File: src/rtl/i2c_rsq_pkg.sv
// ----------------------------------------------------------------------------
// i2c_rsq_pkg: shared types and constants of the i2c register sequencer
// item layouts, bus command and error codes, status event codes
// ----------------------------------------------------------------------------
package i2c_rsq_pkg;

  localparam int BUFFER_DEPTH = 32;

  localparam int IN_DATA_W  = 48;
  localparam int OUT_DATA_W = 40;

  typedef enum logic [1:0] {
    MODE_START  = 2'd0,
    MODE_LOAD   = 2'd1,
    MODE_EVENT  = 2'd2,
    MODE_UNUSED = 2'd3
  } mode_t;

  typedef enum logic [2:0] {
    CMD_NONE  = 3'd0,
    CMD_START = 3'd1,
    CMD_STOP  = 3'd2,
    CMD_CONT  = 3'd3,
    CMD_ACK   = 3'd4
  } cmd_t;

  typedef enum logic [2:0] {
    ERR_PENDING   = 3'd0,
    ERR_OK        = 3'd1,
    ERR_BUS       = 3'd2,
    ERR_ADDR_NACK = 3'd3,
    ERR_NACK      = 3'd4,
    ERR_UNKNOWN   = 3'd5
  } err_t;

  // bus status codes (status register divided by eight)
  localparam logic [4:0] ST_BUS_FAIL     = 5'd0;
  localparam logic [4:0] ST_START        = 5'd1;
  localparam logic [4:0] ST_RESTART      = 5'd2;
  localparam logic [4:0] ST_SLA_W_ACK    = 5'd3;
  localparam logic [4:0] ST_SLA_W_NACK   = 5'd4;
  localparam logic [4:0] ST_DATA_ACK     = 5'd5;
  localparam logic [4:0] ST_DATA_NACK    = 5'd6;
  localparam logic [4:0] ST_ARB_LOST     = 5'd7;
  localparam logic [4:0] ST_SLA_R_ACK    = 5'd8;
  localparam logic [4:0] ST_SLA_R_NACK   = 5'd9;
  localparam logic [4:0] ST_RX_ACKED     = 5'd10;
  localparam logic [4:0] ST_RX_NACKED    = 5'd11;

  // input tdata layout, first member is the top bits
  typedef struct packed {
    logic [6:0] pad;
    logic [7:0] bus_rx_byte;
    logic [4:0] status_code;
    logic [7:0] buf_byte;
    logic [4:0] buf_index;
    logic       is_read;
    logic [5:0] byte_count;
    logic [7:0] reg_addr;
  } in_data_t;

  // result tdata layout, first member is the top bits
  typedef struct packed {
    logic [6:0] pad;
    logic [2:0] error_code;
    logic       done_res;
    logic [7:0] rx_index;
    logic [7:0] rx_byte;
    logic       rx_valid;
    logic [7:0] tx_byte;
    logic       tx_valid;
    logic [2:0] bus_command;
  } res_t;

  // write request to the data buffer
  typedef struct packed {
    logic       en;
    logic [7:0] addr;
    logic [7:0] data;
  } wr_req_t;

endpackage

File: src/rtl/i2c_rsq_wbuf.sv
// ----------------------------------------------------------------------------
// i2c_rsq_wbuf: write data buffer
// one write port, one registered read port with write-through on collision
// ----------------------------------------------------------------------------
module i2c_rsq_wbuf #(
  parameter int BUFFER_DEPTH = i2c_rsq_pkg::BUFFER_DEPTH
) (
  input  logic                 clk,
  input  i2c_rsq_pkg::wr_req_t wr,
  input  logic [7:0]           rd_addr,
  output logic [7:0]           rd_data
);

  localparam int AW = (BUFFER_DEPTH > 1) ? $clog2(BUFFER_DEPTH) : 1;

  logic [7:0] mem [BUFFER_DEPTH];

  always_ff @(posedge clk) begin
    if (wr.en) begin
      mem[wr.addr[AW-1:0]] <= wr.data;
    end
  end

  always_ff @(posedge clk) begin
    if (wr.en && (wr.addr == rd_addr)) begin
      rd_data <= wr.data;
    end else begin
      rd_data <= mem[rd_addr[AW-1:0]];
    end
  end

endmodule

File: src/rtl/i2c_rsq_core.sv
// ----------------------------------------------------------------------------
// i2c_rsq_core: transaction state and per-item decision logic
// holds the transaction registers and computes one result per item
// ----------------------------------------------------------------------------
module i2c_rsq_core #(
  parameter int BUFFER_DEPTH = i2c_rsq_pkg::BUFFER_DEPTH
) (
  input  logic                  clk,
  input  logic                  rst,
  input  logic                  fire,
  input  i2c_rsq_pkg::mode_t    mode,
  input  i2c_rsq_pkg::in_data_t item,
  input  logic [6:0]            target_address,
  input  logic [7:0]            rd_data,
  output logic [7:0]            rd_addr,
  output i2c_rsq_pkg::wr_req_t  wr,
  output i2c_rsq_pkg::res_t     res
);

  localparam logic [7:0] DEPTH8 = 8'(BUFFER_DEPTH);

  logic [7:0]        reg_address;
  logic [5:0]        transfer_count;
  logic [7:0]        byte_position;
  logic              read_direction;
  logic              busy;
  i2c_rsq_pkg::err_t last_error;

  logic [7:0]        reg_address_next;
  logic [5:0]        transfer_count_next;
  logic [7:0]        byte_position_next;
  logic              read_direction_next;
  logic              busy_next;
  i2c_rsq_pkg::err_t last_error_next;

  logic [7:0]        pos_inc;

  assign pos_inc = byte_position + 8'd1;

  // read the slot the next item will see
  assign rd_addr = fire ? byte_position_next : byte_position;

  always_comb begin
    reg_address_next    = reg_address;
    transfer_count_next = transfer_count;
    byte_position_next  = byte_position;
    read_direction_next = read_direction;
    busy_next           = busy;
    last_error_next     = last_error;
    wr                  = '0;
    res                 = '0;

    unique case (mode)
      i2c_rsq_pkg::MODE_START: begin
        if (!busy) begin
          if ({2'b00, item.byte_count} > DEPTH8) begin
            transfer_count_next = 6'(BUFFER_DEPTH);
          end else begin
            transfer_count_next = item.byte_count;
          end
          reg_address_next    = item.reg_addr;
          read_direction_next = item.is_read;
          byte_position_next  = '0;
          busy_next           = 1'b1;
          last_error_next     = i2c_rsq_pkg::ERR_PENDING;
          res.bus_command     = i2c_rsq_pkg::CMD_START;
        end
      end
      i2c_rsq_pkg::MODE_LOAD: begin
        // slots beyond the buffer are dropped
        wr.en   = ({3'b000, item.buf_index} < DEPTH8);
        wr.addr = {3'b000, item.buf_index};
        wr.data = item.buf_byte;
      end
      i2c_rsq_pkg::MODE_EVENT: begin
        if (busy) begin
          case (item.status_code)
            i2c_rsq_pkg::ST_BUS_FAIL: begin
              last_error_next = i2c_rsq_pkg::ERR_BUS;
            end
            i2c_rsq_pkg::ST_START: begin
              res.tx_valid    = 1'b1;
              res.tx_byte     = {target_address, 1'b0};
              res.bus_command = i2c_rsq_pkg::CMD_CONT;
            end
            i2c_rsq_pkg::ST_RESTART: begin
              res.tx_valid    = 1'b1;
              res.tx_byte     = {target_address, 1'b1};
              res.bus_command = i2c_rsq_pkg::CMD_CONT;
            end
            i2c_rsq_pkg::ST_SLA_W_ACK: begin
              res.tx_valid    = 1'b1;
              res.tx_byte     = reg_address;
              res.bus_command = i2c_rsq_pkg::CMD_CONT;
            end
            i2c_rsq_pkg::ST_SLA_W_NACK: begin
              res.bus_command = i2c_rsq_pkg::CMD_STOP;
              res.done_res    = 1'b1;
              busy_next       = 1'b0;
              last_error_next = i2c_rsq_pkg::ERR_ADDR_NACK;
            end
            i2c_rsq_pkg::ST_DATA_ACK: begin
              if (read_direction) begin
                // register address sent, turn around with repeated start
                res.bus_command = i2c_rsq_pkg::CMD_START;
              end else if (byte_position < {2'b00, transfer_count}) begin
                res.tx_valid       = 1'b1;
                res.tx_byte        = (byte_position < DEPTH8) ? rd_data : 8'd0;
                byte_position_next = pos_inc;
                res.bus_command    = i2c_rsq_pkg::CMD_CONT;
              end else begin
                res.bus_command = i2c_rsq_pkg::CMD_STOP;
                res.done_res    = 1'b1;
                busy_next       = 1'b0;
                last_error_next = i2c_rsq_pkg::ERR_OK;
              end
            end
            i2c_rsq_pkg::ST_DATA_NACK, i2c_rsq_pkg::ST_SLA_R_NACK: begin
              res.bus_command = i2c_rsq_pkg::CMD_STOP;
              res.done_res    = 1'b1;
              busy_next       = 1'b0;
              last_error_next = i2c_rsq_pkg::ERR_NACK;
            end
            i2c_rsq_pkg::ST_ARB_LOST: begin
              res.bus_command = i2c_rsq_pkg::CMD_STOP;
              res.done_res    = 1'b1;
              busy_next       = 1'b0;
              last_error_next = i2c_rsq_pkg::ERR_UNKNOWN;
            end
            i2c_rsq_pkg::ST_SLA_R_ACK: begin
              res.bus_command = (transfer_count > 6'd1) ? i2c_rsq_pkg::CMD_ACK
                                                        : i2c_rsq_pkg::CMD_CONT;
            end
            i2c_rsq_pkg::ST_RX_ACKED: begin
              res.rx_valid       = 1'b1;
              res.rx_byte        = item.bus_rx_byte;
              res.rx_index       = byte_position;
              byte_position_next = pos_inc;
              // ack while at least two more bytes are due
              res.bus_command = (({1'b0, pos_inc} + 9'd1) < {3'b000, transfer_count})
                                ? i2c_rsq_pkg::CMD_ACK : i2c_rsq_pkg::CMD_CONT;
            end
            i2c_rsq_pkg::ST_RX_NACKED: begin
              res.rx_valid       = 1'b1;
              res.rx_byte        = item.bus_rx_byte;
              res.rx_index       = byte_position;
              byte_position_next = pos_inc;
              res.bus_command    = i2c_rsq_pkg::CMD_STOP;
              res.done_res       = 1'b1;
              busy_next          = 1'b0;
              last_error_next    = i2c_rsq_pkg::ERR_OK;
            end
            default: begin
              res.done_res    = 1'b1;
              busy_next       = 1'b0;
              last_error_next = i2c_rsq_pkg::ERR_UNKNOWN;
            end
          endcase
        end
      end
      default: begin
      end
    endcase

    res.error_code = last_error_next;
    if (!fire) begin
      wr.en = 1'b0;
    end
  end

  always_ff @(posedge clk) begin
    if (rst) begin
      reg_address    <= '0;
      transfer_count <= '0;
      byte_position  <= '0;
      read_direction <= 1'b0;
      busy           <= 1'b0;
      last_error     <= i2c_rsq_pkg::ERR_PENDING;
    end else if (fire) begin
      reg_address    <= reg_address_next;
      transfer_count <= transfer_count_next;
      byte_position  <= byte_position_next;
      read_direction <= read_direction_next;
      busy           <= busy_next;
      last_error     <= last_error_next;
    end
  end

endmodule

File: src/rtl/i2c_master_register_sequencer_unit.sv
// ----------------------------------------------------------------------------
// i2c_master_register_sequencer_unit: i2c master register read/write sequencer
// answers each start, buffer load or bus status item with one bus command item
// ----------------------------------------------------------------------------
// usage
//   s_axis carries the items: tuser is the item kind (start transaction,
//   load write buffer, bus status event), tdata the payload fields
//   m_axis carries one result per item: bus command, byte to send, received
//   byte with its index, done flag and current error code
//   cfg writes the seven-bit target address; write it only while no item is
//   in flight, cfg_ready is always high
// timing
//   an item is registered at the input, decided in one pass against the
//   transaction state and the write buffer, and registered at the output:
//   m_axis_tvalid rises one cycle after the s_axis accept edge, one item per
//   cycle sustained, set by the single decision pass and the buffer read port
// reset
//   rst is synchronous: the sequencer goes idle with error code pending, the
//   target address returns to zero; buffer contents are kept (undefined
//   until loaded)
// backpressure
//   while m_axis is stalled the held result stays put and one more item is
//   taken into the input register, then s_axis_tready drops
// ----------------------------------------------------------------------------
module i2c_master_register_sequencer_unit #(
  parameter int BUFFER_DEPTH = i2c_rsq_pkg::BUFFER_DEPTH
) (
  input  logic                               clk,
  input  logic                               rst,
  // input items
  input  logic                               s_axis_tvalid,
  output logic                               s_axis_tready,
  // reg_addr[7:0], byte_count[13:8], is_read[14], buf_index[19:15],
  // buf_byte[27:20], status_code[32:28], bus_rx_byte[40:33], zero[47:41]
  input  logic [i2c_rsq_pkg::IN_DATA_W-1:0]  s_axis_tdata,
  // mode[1:0]
  input  logic [1:0]                         s_axis_tuser,
  // result items
  output logic                               m_axis_tvalid,
  input  logic                               m_axis_tready,
  // bus_command[2:0], tx_valid[3], tx_byte[11:4], rx_valid[12],
  // rx_byte[20:13], rx_index[28:21], done_res[29], error_code[32:30],
  // zero[39:33]
  output logic [i2c_rsq_pkg::OUT_DATA_W-1:0] m_axis_tdata,
  // target address writes
  input  logic                               cfg_valid,
  output logic                               cfg_ready,
  input  logic [6:0]                         cfg_data
);

  logic                  in_valid;
  i2c_rsq_pkg::in_data_t in_item;
  i2c_rsq_pkg::mode_t    in_mode;
  logic                  fire;

  logic [6:0]            target_address;

  logic [7:0]            rd_addr;
  logic [7:0]            rd_data;
  i2c_rsq_pkg::wr_req_t  wr;
  i2c_rsq_pkg::res_t     res;

  logic                  out_valid;
  i2c_rsq_pkg::res_t     out_res;

  // the input register moves on when the output slot is free or being drained
  assign fire          = in_valid && (!out_valid || m_axis_tready);
  assign s_axis_tready = !in_valid || fire;
  assign cfg_ready     = 1'b1;

  // input register
  always_ff @(posedge clk) begin
    if (rst) begin
      in_valid <= 1'b0;
    end else if (s_axis_tready) begin
      in_valid <= s_axis_tvalid;
    end
  end

  always_ff @(posedge clk) begin
    if (s_axis_tready && s_axis_tvalid) begin
      in_item <= i2c_rsq_pkg::in_data_t'(s_axis_tdata);
      in_mode <= i2c_rsq_pkg::mode_t'(s_axis_tuser);
    end
  end

  // target address register
  always_ff @(posedge clk) begin
    if (rst) begin
      target_address <= '0;
    end else if (cfg_valid) begin
      target_address <= cfg_data;
    end
  end

  i2c_rsq_wbuf #(
    .BUFFER_DEPTH (BUFFER_DEPTH)
  ) u_wbuf (
    .clk     (clk),
    .wr      (wr),
    .rd_addr (rd_addr),
    .rd_data (rd_data)
  );

  i2c_rsq_core #(
    .BUFFER_DEPTH (BUFFER_DEPTH)
  ) u_core (
    .clk            (clk),
    .rst            (rst),
    .fire           (fire),
    .mode           (in_mode),
    .item           (in_item),
    .target_address (target_address),
    .rd_data        (rd_data),
    .rd_addr        (rd_addr),
    .wr             (wr),
    .res            (res)
  );

  // result register
  always_ff @(posedge clk) begin
    if (rst) begin
      out_valid <= 1'b0;
    end else if (fire) begin
      out_valid <= 1'b1;
    end else if (m_axis_tready) begin
      out_valid <= 1'b0;
    end
  end

  always_ff @(posedge clk) begin
    if (fire) begin
      out_res <= res;
    end
  end

  assign m_axis_tvalid = out_valid;
  assign m_axis_tdata  = out_res;

endmodule

File: config.mk
export PLATFORM = sky130hd
export DESIGN_NAME = i2c_master_register_sequencer_unit
export DESIGN_NICKNAME = d
export VERILOG_FILES = /design/src/rtl/i2c_rsq_pkg.sv /design/src/rtl/i2c_rsq_wbuf.sv /design/src/rtl/i2c_rsq_core.sv /design/src/rtl/i2c_master_register_sequencer_unit.sv
export SDC_FILE = /design/constraint.sdc
export NUM_CORES = 1
export LEC_CHECK = 0
export ABC_AREA = 1
export BUFFER_PORTS_ARGS = -buffer_cell sky130_fd_sc_hd__buf_4
export CORE_UTILIZATION = 61
export CTS_CLUSTER_SIZE = 14
export DETAILED_ROUTE_END_ITERATION = 8
export GPL_TIMING_DRIVEN = 0
export PLACE_DENSITY = 0.88
export SETUP_SLACK_MARGIN = 0.5
export SYNTH_ARGS = -nofsm -noshare
export SYNTH_HDL_FRONTEND = slang
export SYNTH_SLANG_ARGS = --single-unit
export TNS_END_PERCENT = 20
File: constraint.sdc
create_clock -name clk -period 3.3 [get_ports clk]
set_clock_uncertainty 0.2 [all_clocks]
set_input_delay 0.495 -clock clk [delete_from_list [all_inputs] [get_ports clk]]
set_output_delay 0.495 -clock clk [all_outputs]
set_load 0.02 [all_outputs]
# Word level (Yosys, flattened, before mapping)
# Memories as Yosys holds them, arrays and structs flattened.
# Index checks and enable logic that the tools add are counted.
[word_totals]
ramBits = 256
elab_cells = 112
in_bits = 62
regBits = 120
memories = 1
[mem_list]
columns = ["memory", "depth", "word_bits", "read_ports", "rd_clocked_by_memory_dff", "wr", "line", "rtl"]
rows = [
  ["u_wbuf.mem", 32, 8, 1, 0, 1, "i2c_rsq_wbuf.sv:16", "logic [7:0] mem [BUFFER_DEPTH];"],
]
[op_classes]
n_addsub = 2
n_mux = 42
eq_ne = 14
n_reduce_logical = 21
n_lt_le_gt_ge = 5
bitwise_logic = 1
[op_table]
columns = ["cell", "count"]
rows = [
  ["8-bit 2-to-1 mux", 7],
  ["9-bit case mux with 4 select lines", 1],
  ["8-bit case mux with 2 select lines", 2],
  ["3-bit 2-to-1 mux", 8],
  ["5-bit by 3-bit equality test with 1-bit output (second input constant)", 4],
  ["5-bit by 4-bit equality test with 1-bit output (second input constant)", 4],
  ["9-bit 2-to-1 mux", 2],
  ["3-bit case mux with 6 select lines", 1],
  ["17-bit 2-to-1 mux", 1],
  ["3-bit case mux with 5 select lines", 1],
  ["1-bit 2-to-1 mux", 13],
  ["3-bit case mux with 2 select lines", 2],
  ["5-bit by 2-bit equality test with 1-bit output (second input constant)", 2],
  ["5-bit OR reduction", 2],
  ["8-bit by 1-bit adder with 9-bit output (second input constant)", 1],
  ["9-bit by 6-bit less-than comparator with 1-bit output", 1],
  ["8-bit by 1-bit adder with 8-bit output (second input constant)", 1],
  ["8-bit equality test", 1],
  ["8-bit by 6-bit less-than comparator with 1-bit output", 1],
  ["8-bit by 6-bit less-than comparator with 1-bit output (second input constant)", 1],
  ["6-bit by 1-bit greater-than comparator with 1-bit output (second input constant)", 1],
  ["6-bit greater-than comparator (second input constant)", 1],
  ["6-bit 2-to-1 mux", 1],
  ["1-bit case mux with 2 select lines", 3],
  ["15 further kinds", 23],
]

# Longest topological paths before layout
[logic_depth]
ltp_word = 10
depth_mapped = 26
depth_no_buf = 25

# Cells and area by module
# From an unflattened synthesis, not the netlist that was laid out.
[hier_totals]
hier_cells = 1659
area_unflattened_um2 = 17057.6
[modules_own_cells]
columns = ["module", "area_each_um2", "instances", "cells_each"]
rows = [
  ["i2c_rsq_wbuf", 11267.1, 1, 1073],
  ["i2c_master_register_sequencer_unit", 3075.4, 1, 135],
  ["i2c_rsq_core", 2715.1, 1, 451],
]

# Worst setup path before layout
# Ideal clock, no wire load.
[synth_timing]
kind = "reg-to-reg"
startpoint = "register u_core.byte_position[1]"
endpoint = "register u_wbuf.rd_data[0]"
path_slack_ps = 514
synth_period_minus_slack_ps = 2786
stages_incl_launch_ff = 23
n_path_buf = 1
arrival_ps = 2471
path_cell_list = "dfxtp_1 -> inv_1 -> ha_1 -> inv_1 -> nand2_1 -> nand2_1 -> nand2_1 -> nand2_1 -> nand2_2 -> nand3_4 -> nand2_4 -> nand2_4 -> buf_6 -> o21ai_1 -> nand2_1 -> o21ai_1 -> nand2_1 -> o21ai_4 -> xor2_2 -> nor2_4 -> nand3_4 -> nand3_1 -> nand2_1"
[synth_via]
elab_chain_len = 10
word_cells_on_any_way = 13
cone_classes = "add/sub: 1; order compare: 1; eq/ne: 1; mux: 8; reduce/logical: 1; memory: 1"
[synth_rtl]
columns = ["element", "line", "rtl"]
rows = [
  ["from (decl)", "i2c_rsq_core.sv:24", "logic [7:0] byte_position;"],
  ["from (signal assigned)", "i2c_rsq_core.sv:182", "byte_position <= byte_position_next;"],
  ["8-bit by 1-bit adder with 8-bit output or 8-bit by 6-bit less-than comparator with 1-bit output (tied branches)", "i2c_rsq_core.sv:38, i2c_rsq_core.sv:106", ""],
  ["8-bit 2-to-1 mux", "i2c_rsq_core.sv:106", "end else if (byte_position < {2'b00, transfer_count}) begin"],
  ["8-bit 2-to-1 mux", "i2c_rsq_core.sv:103", "if (read_direction) begin"],
  ["8-bit case mux with 2 select lines", "i2c_rsq_core.sv:77", "case (item.status_code)"],
  ["8-bit 2-to-1 mux", "i2c_rsq_core.sv:76", "if (busy) begin"],
  ["8-bit case mux with 2 select lines", "i2c_rsq_core.sv:53", "unique case (mode)"],
  ["8-bit 2-to-1 mux *", "i2c_rsq_core.sv:41", "assign rd_addr = fire ? byte_position_next : byte_position;"],
  ["parallel branches: the longest is 2 deep, another holds memory 32 x 8 bit", "n/a", ""],
  ["8-bit 2-to-1 mux *", "i2c_rsq_wbuf.sv:25", "if (wr.en && (wr.addr == rd_addr)) begin"],
  ["to (signal assigned)", "i2c_rsq_wbuf.sv:26", "rd_data <= wr.data;"],
  ["to (signal assigned)", "i2c_rsq_wbuf.sv:28", "rd_data <= mem[rd_addr[AW-1:0]];"],
  ["to (decl)", "i2c_rsq_wbuf.sv:11", "output logic [7:0] rd_data"],
]
# Every way passes the cells marked *.
# A chain may end at the register's enable or synchronous reset.

# Worst setup path in the final report
[layout_timing]
startpoint = "register in_item[29] (netlist name)"
endpoint = "register u_wbuf.rd_data[5]"
[layout_via]
elab_chain_len = 9
word_cells_on_any_way = 12
cone_classes = "eq/ne: 4; mux: 5; reduce/logical: 2; memory: 1"
[layout_rtl]
columns = ["element", "line", "rtl"]
rows = [
  ["from (decl)", "i2c_master_register_sequencer_unit.sv:52", "i2c_rsq_pkg::in_data_t in_item;"],
  ["from (signal assigned)", "i2c_master_register_sequencer_unit.sv:82", "in_item <= i2c_rsq_pkg::in_data_t'(s_axis_tdata);"],
  ["5-bit by 4-bit equality test with 1-bit output", "i2c_rsq_core.sv:77", ""],
  ["2-bit OR reduction (no line)", "n/a", ""],
  ["8-bit case mux with 2 select lines *", "i2c_rsq_core.sv:77", ""],
  ["8-bit 2-to-1 mux *", "i2c_rsq_core.sv:76", ""],
  ["8-bit case mux with 2 select lines *", "i2c_rsq_core.sv:53", ""],
  ["8-bit 2-to-1 mux *", "i2c_rsq_core.sv:41", ""],
  ["parallel branches: the longest is 2 deep, another holds memory 32 x 8 bit", "n/a", ""],
  ["8-bit 2-to-1 mux *", "i2c_rsq_wbuf.sv:25", ""],
]
# Marks and branches as above.

==> impl_results.md <==
* PD cells at 461 nW/um^2
* Levels on crit path at 20
* Dpl hpwl at 31.5 mm
* # port buffers at 87
* Final Cell Area at ~22000 um^2
* Clk_lat worst skew at 0.54 ns
* Pre-CTS setup slack at -0.718 ns
* RR Startpoint: in_item[29]
* Type of the worst min-delay path: in -> reg
* Ys async rst share at 0
* Area Growth Syn to Fin at 28.0%
* Fill cells at 1337
* Startpoint Class: register
* EDFF count, synth at 332
* Crit end category: register
* R2R cell count at 20
* GR Util All Layers at 0.377
* Worst VDD drop at ~0.00046 V
* Final setup vio count at 1
* Reg-to-reg setup timing slack at -0.08 ns
* Clk slew on worst S/H paths at 0.06 ns
* Reg-to-reg endpoint: u_wbuf.rd_data[5]
* Clock Path Buffers at 3
* MaxCap Viol Count at 0
* Tightest Pin Transition at 1.06 ns
* Initial cell density of the core at 0.626
* CP Buf/Inv Count at 2
* Fin. Hold Viols at 0
* Largest net degree at the start of global routing at between 40 and 50
* DIE HEIGHT at 169 um
* Library cells used by synthesis at 49
* #FFs+latches synth at 376
* Fin crit share at 1.02
* CTS HTree Levels at 2
* Worst rel slew slack at 0.290
* Cell family with most CP delay: simple AND/OR/NAND/NOR gates
* Initial DRC Count at 2368
* Crit. Startpoint: in_item[29]
* Wire length of the first global-routing pass at 79.3 mm
* Unrepaired setup endpoints after global routing: yes
* Total grt overflow at 0
* Synth warnings at 0
* Syn Inst Count at 1634
* Nets@finish at 1932
* Leakage at 8.56 nW
* Worst setup path class: reg -> reg
* Die area at around 28000 um^2
* Total CTS buffers at 38
* Crit path DAT at 3.56 ns
* Ant diodes at 0
* Sequential area share after synthesis at 0.639
* Peak Freq at 296 MHz
* Ports at 105
* Synthesized area at 17000 um^2
* Row count at 60
* Drt via density at around 6.5
* Vias in the first global route at 13955
* Fin. max-slew vios at 0
* Synth Flop Type: edfxtp_1
* Core area at 27100 um^2
* Critical-path cell list: nor2_2 -> nand3_2 -> nor2_4 -> nand3_4 -> nand2_4 -> nand2_4 -> nand2_1 -> nand3_1 -> nand2_2 -> nand2_4 -> nand2_8 -> buf_12 -> buf_6 -> nand2_1 -> nand3_1 -> nand3_2 -> nand3_1 -> nand3_2 -> nand3_4 -> nand2_1
* Failing checks: setup timing
* DRT Pass-1 Iters at 8
* Initial antenna violation count at 1
* Max stage delay cell, worst path: edfxtp_1
* Synth area leaders: edfxtp_1 (59%), nand3_1 (9.0%), nand2_1 (6.0%)
* Avg Synthesized Cell Area at roughly 10 um^2
* DP Area at roughly 18000 um^2
* Drt total wl at 57.9 mm
* Layout cell share with drive strength beyond 1 at 0.253
* Fin crit period at ~3.4 ns
* Status: finished, violations left
* Die W at 169 um
* Yosys top cell by area: edfxtp_1
* Clock root cell: clkbuf_16
* Register area at 10900 um^2
* Area share of the largest cell type after synthesis at 0.588
* Antenna-violating nets left at 0
* CTS tree: done
* Vias at 14623
* Multi-input gate area at approximately 5800 um^2
* Critical Path Max Stage Delay at 0.49 ns
* Final routed DRC violation total at 0
* Clk sink count at ~380
* Gpl congestion at between 0.9 and 1
* Critical Path Fanout Max at 10
* Worst Setup EP: u_wbuf.rd_data[5]
* CP required at around 3.5 ns
* Setup WS post-layout at -0.0776 ns
* Wire per inst at 25.6 um
[where the power goes]
group          switching (mW)  internal [mW]
logic                   0.291          0.169
clock network            1.90           2.38
registers              0.0390           5.23
[worst min-delay path by stage]
stage                          start               endpoint  slack [ns]  depth (start not counted)
2_1_floorplan      target_address[6]      target_address[6]        0.24                          2
3_3_place_gp       target_address[4]      target_address[4]        0.25                          2
3_5_place_dp   u_core.reg_address[1]  u_core.reg_address[1]        0.26                          2
4_1_cts                  cfg_data[5]      target_address[5]        0.03                          3
5_1_grt                  cfg_data[0]      target_address[0]        0.04                          3
6_report                 cfg_data[0]      target_address[0]        0.02                          3
[layer usage]
metal | GRT usage | up-vias | wire length [um]
li1 | - | 5978 | -
met3 | 0.105 | 445 | 7720
met5 | 0 | - | 59
met4 | 0.253 | 4 | 4920
met2 | 0.615 | 1415 | 26500
met1 | 0.437 | 6781 | 18600
[Yosys cell counts (3+ instances only)]
| library cell | n |
|---|---|
| inv_2 | 5 |
| o22ai_1 | 3 |
| nand3_1 | 305 |
| edfxtp_1 | 332 |
| nor2_1 | 107 |
| a22oi_1 | 5 |
| buf_4 | 18 |
| xor2_1 | 9 |
| inv_1 | 249 |
| nand2_1 | 271 |
| nor3_1 | 10 |
| nand2_2 | 3 |
| a21oi_1 | 30 |
| ha_1 | 13 |
| nand3b_1 | 81 |
| nor2_4 | 3 |
| nand4_1 | 13 |
| nor2_2 | 3 |
| clkbuf_1 | 23 |
| a31oi_1 | 9 |
| o21ai_0 | 15 |
| buf_6 | 7 |
| dfxtp_1 | 44 |
| nand2_4 | 4 |
| buf_2 | 34 |
| o21ai_1 | 10 |
[cell type report]
type / instances / share of cell area
Multi-Input combinational cell: 924 / 0.268
Tap cell: 372 / 0.0214
Timing Repair Buffer: 177 / 0.0762
Clock buffer: 48 / 0.0475
Sequential cell: 376 / 0.500
Inverter: 257 / 0.0451
Clock inverter: 19 / 0.00697
Buffer: 83 / 0.0348
[state kept, by name (all words and copies together) (netlist names)]
register and cells:
u_core.busy 1, u_core.reg_address 8, u_core.last_error 3, m_axis_tvalid 1, in_item 41, target_address 7
u_wbuf.rd_data 8, u_core.transfer_count 6, m_axis_tdata 33, u_core.read_direction 1, u_core.byte_position 8, in_valid 1
u_wbuf.mem 256, in_mode 2
[layout by cell type (no fill, tap or decap), drive strengths merged, types with 6 or more instances in the layout]
cell         Yosys  routed
nand3b          81      81
buf             60     196
ha              13      13
nand4           13      13
nand2          278     278
nand3          308     308
dlygate4sd3      0      43
nor2           113     113
a31oi            9       9
inv            255     256
edfxtp         332     332
clkbuf          23      69
clkinv           2      17
xor2            10      10
a22oi            6       6
conb             2       8
o21ai           27      27
nor3            11      11
a21oi           31      31
dfxtp           44      44
[tightest hold or removal path: cells and delay by family]
family	cells	cell delay [ns]
and+or+nand+nor	1	0.05
buffers and inverters	1	0.11
AOI/OAI and AO/OA	1	0.06
[timing repair]
item / 4_1_cts / 5_1_grt
hold endpoints to repair: 43 / 0
gates resized for setup: 281 / 72
pin swaps: 30 / 26
gates cloned: 6 / 0
buffers inserted: 21 / 14
setup endpoints to repair: 353 / 417
hold buffers: 43 / 0
[logic make-up (layout without fill, tap and decap cells)]
logic type / after synthesis / in the layout / share of synthesized area
flops: 376 / 376 / 0.639
fa+ha+maj: 13 / 13 / 0.00959
compound gates: 87 / 87 / 0.0314
buf+inv: 340 / 584 / 0.0850
simple gates: 805 / 805 / 0.228
other cells: 2 / 8 / 0.000443
xor+xnor: 11 / 11 / 0.00612
[per-stage QoR]
step | utilization | std cells | setup TNS, ns | power [mW] | hold slack (ns)
after CTS | 0.785 | 2242 | 0 | 9.84 | 0.0298
after global routing | 0.801 | 2256 | -0.369 | 10.1 | 0.0365
after global placement | 0.668 | 2099 | -272.71 | 5.68 | 0.252
after floorplan | - | 1640 | 0 | 5.53 | 0.241
after detailed placement | 0.675 | 2105 | -124.21 | 5.71 | 0.261
final | 0.801 | 2256 | -0.0776 | 10.0 | 0.0233
Note: power is estimated with default switching activity, not from simulation.
